===== src/masked_block_squared_error_core_macros.svh =====
// ----------------------------------------------------------------------------
// masked_block_squared_error_core assertion macros
// Clocked assertion shorthands shared by the core's modules.
// ----------------------------------------------------------------------------
`ifndef MASKED_BLOCK_SQUARED_ERROR_CORE_MACROS_SVH
`define MASKED_BLOCK_SQUARED_ERROR_CORE_MACROS_SVH

// Same-cycle implication, checked out of reset
`define MBSE_ASSERT_NOW(label, ante, cons, msg) \
	label: assert property (@(posedge clk) disable iff (!arst_n) (ante) |-> (cons)) \
		else $error(msg);

// Next-cycle implication, checked out of reset
`define MBSE_ASSERT_NEXT(label, ante, cons, msg) \
	label: assert property (@(posedge clk) disable iff (!arst_n) (ante) |=> (cons)) \
		else $error(msg);

`endif


===== src/mbse_pkg.sv =====
// ----------------------------------------------------------------------------
// mbse_pkg
// Widths and the block record passed from the front end to the back end.
// ----------------------------------------------------------------------------
package mbse_pkg;

	localparam int DENS_W  = 24;   // Q12.12 density
	localparam int SUM_W   = 32;   // block sum, saturating
	localparam int CPB_W   = 9;    // cells_per_block register
	localparam int TGT_W   = CPB_W + DENS_W;
	localparam int ERR_W   = 64;   // squared error and total, Q40.24
	localparam int QDEPTH  = 4;    // block record queue depth
	localparam int QIDX_W  = $clog2(QDEPTH);
	localparam int QCNT_W  = QIDX_W + 1;

	// One finished block, ready for the error computation
	typedef struct packed {
		logic              clr_total;  // clear the total before this block
		logic [DENS_W-1:0] obs;        // observed density
		logic [SUM_W-1:0]  sum;        // masked prediction sum
		logic              any_open;   // at least one open cell
		logic              grid_last;  // last block of the pass
	} blk_rec_t;

endpackage


===== src/mbse_front.sv =====
// ----------------------------------------------------------------------------
// mbse_front
// Accepts cells, accumulates the masked block sum and emits one block record.
// ----------------------------------------------------------------------------
module mbse_front (
	input  logic                            clk,
	input  logic                            arst_n,
	// cell request
	input  logic                            in_valid,
	output logic                            in_ready,
	input  logic [mbse_pkg::DENS_W-1:0]     pred,
	input  logic                            cell_open,
	input  logic [mbse_pkg::DENS_W-1:0]     obs,
	input  logic                            block_last,
	input  logic                            grid_last,
	input  logic                            start_run,
	// record queue write side
	output logic                            rec_push,
	output mbse_pkg::blk_rec_t              rec,
	input  logic                            rec_full
);
	import mbse_pkg::*;

	logic [SUM_W-1:0]  sum_q;
	logic              any_open_q;
	logic              clr_pend_q;
	logic              accept;
	logic              blk_end;
	logic [SUM_W-1:0]  sum_base;
	logic [SUM_W:0]    sum_ext;
	logic [SUM_W-1:0]  sum_next;
	logic              open_next;

	assign in_ready = !rec_full;
	assign accept   = in_valid && in_ready;
	assign blk_end  = block_last || grid_last;

	// Saturating masked sum; start of run drops any partial block
	always_comb begin
		sum_base  = start_run ? '0 : sum_q;
		sum_ext   = {1'b0, sum_base} + {{(SUM_W + 1 - DENS_W){1'b0}}, pred};
		sum_next  = sum_base;
		open_next = any_open_q && !start_run;
		if (cell_open) begin
			sum_next  = sum_ext[SUM_W] ? {SUM_W{1'b1}} : sum_ext[SUM_W-1:0];
			open_next = 1'b1;
		end
	end

	// Record for the back end
	assign rec_push      = accept && blk_end;
	assign rec.clr_total = clr_pend_q || start_run;
	assign rec.obs       = obs;
	assign rec.sum       = sum_next;
	assign rec.any_open  = open_next;
	assign rec.grid_last = grid_last;

	// Block accumulator; a total clear is held until the next block record
	always_ff @(posedge clk or negedge arst_n) begin
		if (!arst_n) begin
			sum_q      <= '0;
			any_open_q <= 1'b0;
			clr_pend_q <= 1'b0;
		end else if (accept) begin
			if (blk_end) begin
				sum_q      <= '0;
				any_open_q <= 1'b0;
				clr_pend_q <= 1'b0;
			end else begin
				sum_q      <= sum_next;
				any_open_q <= open_next;
				clr_pend_q <= clr_pend_q || start_run;
			end
		end
	end

endmodule


===== src/mbse_fifo.sv =====
// ----------------------------------------------------------------------------
// mbse_fifo
// Short queue of block records between the front and back ends.
// ----------------------------------------------------------------------------
`include "masked_block_squared_error_core_macros.svh"

module mbse_fifo (
	input  logic                 clk,
	input  logic                 arst_n,
	input  logic                 push,
	input  mbse_pkg::blk_rec_t   wr_data,
	output logic                 full,
	input  logic                 pop,
	output mbse_pkg::blk_rec_t   rd_data,
	output logic                 not_empty
);
	import mbse_pkg::*;

	blk_rec_t            mem_q [QDEPTH];
	logic [QIDX_W-1:0]   wr_ptr_q;
	logic [QIDX_W-1:0]   rd_ptr_q;
	logic [QCNT_W-1:0]   count_q;
	logic                do_wr;
	logic                do_rd;

	assign full      = (count_q == QCNT_W'(QDEPTH));
	assign not_empty = (count_q != '0);
	assign do_wr     = push && !full;
	assign do_rd     = pop && not_empty;
	assign rd_data   = mem_q[rd_ptr_q];

	// Storage
	always_ff @(posedge clk) begin
		if (do_wr) begin
			mem_q[wr_ptr_q] <= wr_data;
		end
	end

	// Pointers and fill count
	always_ff @(posedge clk or negedge arst_n) begin
		if (!arst_n) begin
			wr_ptr_q <= '0;
			rd_ptr_q <= '0;
			count_q  <= '0;
		end else begin
			if (do_wr) begin
				wr_ptr_q <= wr_ptr_q + 1'b1;
			end
			if (do_rd) begin
				rd_ptr_q <= rd_ptr_q + 1'b1;
			end
			if (do_wr && !do_rd) begin
				count_q <= count_q + 1'b1;
			end else if (do_rd && !do_wr) begin
				count_q <= count_q - 1'b1;
			end
		end
	end

	`MBSE_ASSERT_NOW(a_cnt_bound, 1'b1, count_q <= QCNT_W'(QDEPTH), "queue count over depth")
	`MBSE_ASSERT_NEXT(a_cnt_up, do_wr && !do_rd, count_q == $past(count_q) + 1'b1, "count missed push")
	`MBSE_ASSERT_NEXT(a_cnt_dn, do_rd && !do_wr, count_q == $past(count_q) - 1'b1, "count missed pop")

endmodule


===== src/mbse_back.sv =====
// ----------------------------------------------------------------------------
// mbse_back
// Per-block squared error and saturating total, four-stage pipeline.
// ----------------------------------------------------------------------------
`include "masked_block_squared_error_core_macros.svh"

module mbse_back #(
	parameter int MAX_BLOCK_CELLS = 256
) (
	input  logic                          clk,
	input  logic                          arst_n,
	// configuration
	input  logic                          cfg_we,
	input  logic [mbse_pkg::CPB_W-1:0]    cfg_wdata,
	// record queue read side
	input  logic                          rec_valid,
	input  mbse_pkg::blk_rec_t            rec,
	output logic                          rec_pop,
	// result request
	output logic                          out_valid,
	input  logic                          out_ready,
	output logic [mbse_pkg::ERR_W-1:0]    block_error,
	output logic [mbse_pkg::ERR_W-1:0]    running_total,
	output logic                          block_counted,
	output logic                          run_done
);
	import mbse_pkg::*;

	localparam int CPB_MAXV = (1 << CPB_W) - 1;
	localparam int CPB_CAP  = (MAX_BLOCK_CELLS > CPB_MAXV) ? CPB_MAXV : MAX_BLOCK_CELLS;
	localparam int D_W      = ERR_W / 2;

	logic [CPB_W-1:0]  cpb_q;
	logic [CPB_W-1:0]  cpb_eff;
	logic              en;

	// stage 1: target product
	logic              v_s1;
	logic [TGT_W-1:0]  tgt_s1;
	logic [SUM_W-1:0]  sum_s1;
	logic              ok_s1;
	logic              gl_s1;
	logic              clr_s1;
	// stage 2: absolute difference
	logic              v_s2;
	logic [D_W-1:0]    d_s2;
	logic              big_s2;
	logic              ok_s2;
	logic              gl_s2;
	logic              clr_s2;
	// stage 3: square
	logic              v_s3;
	logic [ERR_W-1:0]  err_s3;
	logic              ok_s3;
	logic              gl_s3;
	logic              clr_s3;
	// output
	logic              out_v_q;
	logic [ERR_W-1:0]  err_q;
	logic [ERR_W-1:0]  total_q;
	logic              counted_q;
	logic              done_q;

	logic [TGT_W-1:0]  diff;
	logic [ERR_W-1:0]  tot_base;
	logic [ERR_W:0]    tot_ext;

	assign en      = !out_v_q || out_ready;
	assign rec_pop = en && rec_valid;
	assign cpb_eff = (cpb_q > CPB_W'(CPB_CAP)) ? CPB_W'(CPB_CAP) : cpb_q;

	// Block size register
	always_ff @(posedge clk or negedge arst_n) begin
		if (!arst_n) begin
			cpb_q <= CPB_W'(1);
		end else if (cfg_we) begin
			cpb_q <= cfg_wdata;
		end
	end

	// |target - sum| over the stage 1 values
	always_comb begin
		if (tgt_s1 > TGT_W'(sum_s1)) begin
			diff = tgt_s1 - TGT_W'(sum_s1);
		end else begin
			diff = TGT_W'(sum_s1) - tgt_s1;
		end
	end

	// Saturating total update
	assign tot_base = clr_s3 ? '0 : total_q;
	assign tot_ext  = {1'b0, tot_base} + {1'b0, err_s3};

	// Stage valids, total and result control
	always_ff @(posedge clk or negedge arst_n) begin
		if (!arst_n) begin
			v_s1    <= 1'b0;
			v_s2    <= 1'b0;
			v_s3    <= 1'b0;
			out_v_q <= 1'b0;
			total_q <= '0;
		end else if (en) begin
			v_s1    <= rec_valid;
			v_s2    <= v_s1;
			v_s3    <= v_s2;
			out_v_q <= v_s3;
			if (v_s3) begin
				total_q <= tot_ext[ERR_W] ? {ERR_W{1'b1}} : tot_ext[ERR_W-1:0];
			end
		end
	end

	// Payload pipeline
	always_ff @(posedge clk) begin
		if (en) begin
			tgt_s1 <= TGT_W'(cpb_eff) * TGT_W'(rec.obs);
			sum_s1 <= rec.sum;
			ok_s1  <= (rec.obs != '0) && rec.any_open && (rec.sum != '0);
			gl_s1  <= rec.grid_last;
			clr_s1 <= rec.clr_total;

			d_s2   <= diff[D_W-1:0];
			big_s2 <= (diff[TGT_W-1:D_W] != '0);
			ok_s2  <= ok_s1;
			gl_s2  <= gl_s1;
			clr_s2 <= clr_s1;

			if (!ok_s2) begin
				err_s3 <= '0;
			end else if (big_s2) begin
				err_s3 <= {ERR_W{1'b1}};
			end else begin
				err_s3 <= {{D_W{1'b0}}, d_s2} * {{D_W{1'b0}}, d_s2};
			end
			ok_s3  <= ok_s2;
			gl_s3  <= gl_s2;
			clr_s3 <= clr_s2;

			err_q     <= err_s3;
			counted_q <= ok_s3;
			done_q    <= gl_s3;
		end
	end

	assign out_valid     = out_v_q;
	assign block_error   = err_q;
	assign running_total = total_q;
	assign block_counted = counted_q;
	assign run_done      = done_q;

	`MBSE_ASSERT_NEXT(a_stall_hold, out_v_q && !out_ready, $stable(total_q) && $stable(err_q), "total moved during stall")
	`MBSE_ASSERT_NOW(a_skip_zero, out_v_q && !counted_q, err_q == '0, "skipped block carries error")
	`MBSE_ASSERT_NEXT(a_total_mono, en && v_s3 && !clr_s3, total_q >= $past(total_q), "total decreased without clear")

endmodule


===== src/masked_block_squared_error_core.sv =====
// ----------------------------------------------------------------------------
// masked_block_squared_error_core
// Masked per-block squared error against a coarse observation, with a
// saturating running total.
// ----------------------------------------------------------------------------
//  channel   dir  tdata                              tuser                   tlast
//  s_axis    in   pred[23:0] obs[47:24]              open,grid_last,start    block_last
//  m_axis    out  block_error[63:0] total[127:64]    block_counted           run_done
//  cfg       in   cells_per_block (cfg_we/cfg_wdata, no read-back)
//
//  One cell is taken per cycle; the front end only stalls when the four-entry
//  block record queue is full.
//  A block's result passes the queue write at accept, then the product,
//  difference, square and total/output registers before it is valid.
//  The back end advances one block per cycle while m_axis is not stalled.
//  Reset clears the block accumulator, the total and sets cells_per_block to 1.
// ----------------------------------------------------------------------------
module masked_block_squared_error_core #(
	parameter int MAX_BLOCK_CELLS = 256
) (
	input  logic          clk,
	input  logic          arst_n,
	// configuration
	input  logic          cfg_we,
	input  logic [8:0]    cfg_wdata,       // cells_per_block
	// cell request
	input  logic          s_axis_tvalid,
	output logic          s_axis_tready,
	input  logic [47:0]   s_axis_tdata,    // predicted_density, observed_density
	input  logic [2:0]    s_axis_tuser,    // cell_open, grid_last, start_run
	input  logic          s_axis_tlast,    // block_last
	// result request
	output logic          m_axis_tvalid,
	input  logic          m_axis_tready,
	output logic [127:0]  m_axis_tdata,    // block_error, running_total
	output logic          m_axis_tuser,    // block_counted
	output logic          m_axis_tlast     // run_done
);
	import mbse_pkg::*;

	blk_rec_t  wr_rec;
	blk_rec_t  rd_rec;
	logic      rec_push;
	logic      rec_full;
	logic      rec_pop;
	logic      rec_valid;

	// Cell intake and block accumulation
	mbse_front u_front (
		.clk        (clk),
		.arst_n     (arst_n),
		.in_valid   (s_axis_tvalid),
		.in_ready   (s_axis_tready),
		.pred       (s_axis_tdata[DENS_W-1:0]),
		.cell_open  (s_axis_tuser[0]),
		.obs        (s_axis_tdata[2*DENS_W-1:DENS_W]),
		.block_last (s_axis_tlast),
		.grid_last  (s_axis_tuser[1]),
		.start_run  (s_axis_tuser[2]),
		.rec_push   (rec_push),
		.rec        (wr_rec),
		.rec_full   (rec_full)
	);

	// Block record queue
	mbse_fifo u_fifo (
		.clk       (clk),
		.arst_n    (arst_n),
		.push      (rec_push),
		.wr_data   (wr_rec),
		.full      (rec_full),
		.pop       (rec_pop),
		.rd_data   (rd_rec),
		.not_empty (rec_valid)
	);

	// Error computation and total
	mbse_back #(
		.MAX_BLOCK_CELLS (MAX_BLOCK_CELLS)
	) u_back (
		.clk           (clk),
		.arst_n        (arst_n),
		.cfg_we        (cfg_we),
		.cfg_wdata     (cfg_wdata),
		.rec_valid     (rec_valid),
		.rec           (rd_rec),
		.rec_pop       (rec_pop),
		.out_valid     (m_axis_tvalid),
		.out_ready     (m_axis_tready),
		.block_error   (m_axis_tdata[ERR_W-1:0]),
		.running_total (m_axis_tdata[2*ERR_W-1:ERR_W]),
		.block_counted (m_axis_tuser),
		.run_done      (m_axis_tlast)
	);

endmodule

===== config.mk =====
export PLATFORM = sky130hd
export DESIGN_NAME = masked_block_squared_error_core
export DESIGN_NICKNAME = d
export VERILOG_FILES = /design/src/mbse_pkg.sv /design/src/mbse_front.sv /design/src/mbse_fifo.sv /design/src/mbse_back.sv /design/src/masked_block_squared_error_core.sv
export VERILOG_INCLUDE_DIRS = /design/src /design/src/src
export SDC_FILE = /design/constraint.sdc
export NUM_CORES = 2
export LEC_CHECK = 0
export BUFFER_PORTS_ARGS = -buffer_cell sky130_fd_sc_hd__buf_2
export CAP_MARGIN = 20
export CORE_MARGIN = 5
export CORE_UTILIZATION = 25
export DETAILED_ROUTE_END_ITERATION = 10
export RECOVER_POWER = 25
export SYNTH_ARGS = -nofsm -noshare
export SYNTH_HDL_FRONTEND = slang
export SYNTH_SLANG_ARGS = --single-unit

===== constraint.sdc =====
create_clock -name clk -period 12.6 [get_ports clk]
set_input_delay 2.52 -clock clk [delete_from_list [all_inputs] [get_ports clk]]
set_output_delay 2.52 -clock clk [all_outputs]
set_load 0.005 [all_outputs]

==> impl_metrics.py <==
metrics = {
    "global_route": {
        "grt_first_pass_wirelength_um": 275400,
        "grt_max_degree": 68,
        "antenna_found_initial": 5,
        "grtUsageTotal_pct": 12.60,
        "grt_pass1_vias": 47925,
        "gr-total-overflow": 0,
    },
    "logic_synthesis": {
        "yosysTopAreaCell": "fa_1",
        "synth_area_um2": 65770,
        "ys.flop_type": "edfxtp_1",
        "synth.top_cell.area_share_pct": 28.98,
        "yosys_warnings": 0,
        "yosysMostFrequentCell": "inv_1",
        "ys_async_sr_fraction_pct": 19.97,
        "syn-num-nets": 7896,
        "synth.area.top_cells": "fa_1 (29%), edfxtp_1 (22%), ha_1 (9.6%)",
        "yosysSeqAreaShare_pct": 26.09,
        "synth.avg_cell_area_um2": 10.32,
        "synth_edf_count": 473,
        "synth_cell_type_count": 88,
        "netlist_instances": 6371,
        "ys_ff_latch": 591,
        "yosys-top-cells-count": "inv_1 (1220), fa_1 (952), nand2_1 (557)",
    },
    "setup_path": {
        "path_buf_inv": 4,
        "required_ns": 12.99,
        "reg2regPathDepth": 22,
        "worstReg2RegStart": "u_fifo.rd_ptr_q[0]",
        "worst_path_most_repeated_cell": "fa_1",
        "rr_endpoint": "u_back.tgt_s1[31]",
        "end_kind": "register",
        "cp-start-kind": "register",
        "path_class": "reg -> reg",
        "cpPeakStageDelay_ns": 2.18,
        "reg2reg_slack_ns": 2.72,
        "cp.depth": 22,
        "slowest_stage": "clkbuf_1",
        "cp.arrival_ns": 10.27,
        "critPathMaxFanout": 35,
        "critPathCapture": "u_back.tgt_s1[31]",
        "crit_path_start": "u_fifo.rd_ptr_q[0]",
        "crit_chain": "clkbuf_1 > mux4_2 > nand2_1 > fa_1 > inv_1 > fa_1 > inv_1 > fa_1 > inv_1 > fa_1 > ha_1 > a21o_1 > a21o_1 > a211oi_1 > o31a_1 > nor4_1 > o41a_1 > a41o_1 > o31ai_1 > o21ai_0 > a21oi_1 > xnor2_1",
        "crit_family": "adder cells",
    },
    "cts": {
        "clk_pin_slew_worst_paths_ns": 0.07,
        "numCtsBuffers": 56,
        "hold_buffers": 0,
        "clockBufferDepth": 3,
        "clkLatencyLatePin_ns": 0.70,
        "cts-htree-levels": 2,
        "cts-root-buf": "clkbuf_16",
        "cts.sinks": 591,
        "cts_tree": "done",
        "cts-resized-gates": 0,
        "post_cts_buffers": 0,
    },
    "sta": {
        "finalSetupTns_ns": 0,
        "post-route-period-util_pct": 78.40,
        "worst_pin_slew_ns": 4.167,
        "max_freq_mhz": 101.2,
        "finalSetupViolCount": 0,
        "finalHoldViolCount": 0,
        "rsz0062_at_grt": "false",
        "slew_headroom_pct": -177.8,
        "fin_crit_ns": 9.878,
        "drv_slew": 399,
        "fin_skew_ns": 0.05402,
    },
    "floorplan": {
        "die-area_um2": 273500,
        "coreArea_um2": 262000,
        "ios": 198,
        "dieHeight_um": 522.9,
        "fp-row-count": 188,
        "start_util_pct": 25.10,
        "dieWidth_um": 522.9,
    },
    "place": {
        "port_buffers": 197,
        "gp_congestion": 0.9114,
        "dp_hpwl_um": 133100,
    },
    "job": {
        "drv_cap": 8,
    },
    "layout": {
        "drive_gt1_share_pct": 6.892,
        "diodes": 0,
        "fillers": 27407,
        "nNetsFinal": 7935,
        "area_delta_synth_final_pct": 10.16,
    },
    "routing": {
        "avgRoutedWirePerCell_um": 17.45,
        "ant_nets": 0,
        "drt_wl_total_um": 174100,
        "drt_iter0_drc": 3231,
        "viasPerCell": 4.519,
        "drt_pass1_iterations": 7,
        "drc": 0,
        "routed-via-count": 45067,
    },
    "hold_path": {
        "min_path_type": "reg -> reg",
        "min-delay-start": "u_back.ok_s1",
    },
    "run_status": {
        "status": "finished, violations left",
        "violations": "capacitance limit, slew limit",
    },
}
[state kept, by name, summed over array words and instances, names as in the netlist, 2 cells and up]
name and count:
u_fifo.rd_ptr_q 2, u_back.err_s3 64, u_back.block_error 64, u_front.sum_q 32, u_fifo.wr_ptr_q 2, u_back.cpb_q 9
u_back.running_total 64, u_back.sum_s1 32, u_fifo.count_q 3, u_fifo.mem_q 236, u_back.d_s2 32, u_back.tgt_s1 33
[worst reg2reg max path, stage by stage (launching register included)]
cell	delay, ns
dfrtp_1	1.45
clkbuf_1	2.19
mux4_2	0.75
nand2_1	0.12
fa_1	0.52
inv_1	0.06
fa_1	0.50
inv_1	0.06
fa_1	0.54
inv_1	0.05
fa_1	0.44
ha_1	0.38
a21o_1	0.22
a21o_1	0.17
a211oi_1	0.25
o31a_1	0.26
nor4_1	0.09
o41a_1	0.40
a41o_1	0.31
o31ai_1	0.36
o21ai_0	0.17
a21oi_1	0.20
xnor2_1	0.12
[per-layer routing]
metal  global-route usage, %  vias up  wire, um
met3                   2.676      179     13610
met5                       0        -        43
met4                   2.191        6      3084
met1                   18.00    22737     80180
met2                   19.89     1480     77140
li1                        -    20665         -
[worst min-delay path by stage]
stage                           endpoint  slack, ns  depth (start not counted)
floorplan           u_back.block_counted       0.40                          0
global placement            u_back.ok_s2       0.41                          0
detailed placement         u_back.clr_s3       0.40                          0
CTS                         u_back.ok_s2       0.42                          0
global route                u_back.ok_s2       0.43                          0
finish                      u_back.ok_s2       0.42                          0
[through the flow]
stage / hold WS (ns) / area (um2) / utilization, % / cells / setup slack [ns]
after floorplan: 0.4003 / 65770 / - / 6371 / 1.547
after global placement: 0.4058 / 70570 / 26.93 / 9867 / 3.759
after detailed placement: 0.4045 / 70570 / 26.93 / 9867 / 3.695
after CTS: 0.4207 / 72530 / 27.68 / 9972 / 3.661
after global routing: 0.4279 / 72460 / 27.65 / 9972 / 1.662
final: 0.4178 / 72460 / 27.65 / 9972 / 2.722
[cells in the final DEF (no fill, tap or decap), types with 40 or more instances in the layout]
| master | instances |
|---|---|
| a31oi_1 | 57 |
| a21boi_0 | 60 |
| a21oi_1 | 300 |
| clkbuf_16 | 59 |
| ha_1 | 507 |
| a21o_1 | 126 |
| nor3_1 | 44 |
| dfrtp_1 | 116 |
| nor2_1 | 250 |
| buf_2 | 169 |
| nand4_1 | 54 |
| o21ai_0 | 153 |
| xnor2_1 | 120 |
| edfxtp_1 | 473 |
| inv_1 | 1220 |
| and2_1 | 306 |
| nand3_1 | 46 |
| nor2b_1 | 127 |
| buf_4 | 54 |
| mux4_2 | 59 |
| xor2_1 | 128 |
| nand2_1 | 557 |
| clkbuf_1 | 40 |
| fa_1 | 952 |
[layout make-up]
| class | instances | area [um2] | area share (%) |
|---|---|---|---|
| well taps | 3515 | 4398 | 6.070 |
| clock buffers | 73 | 1609 | 2.221 |
| inverters | 1224 | 4594 | 6.341 |
| repair buffers | 257 | 1379 | 1.903 |
| clock inverters | 32 | 351.6 | 0.4852 |
| flip-flops and latches | 591 | 17160 | 23.68 |
| multi-input cells | 4280 | 42970 | 59.30 |
[cell families after synthesis]
logic type | Yosys count | share of synthesized area (%)
compound gates | 964 | 9.536
xor+xnor | 248 | 3.302
fa+ha+maj | 1459 | 38.62
buf+inv | 1500 | 8.619
flops | 591 | 26.09
mux | 92 | 2.557
simple gates | 1517 | 11.28
Power is not shown: default switching activity piles up to over one toggle a cycle in this logic, so the estimate is an artifact.
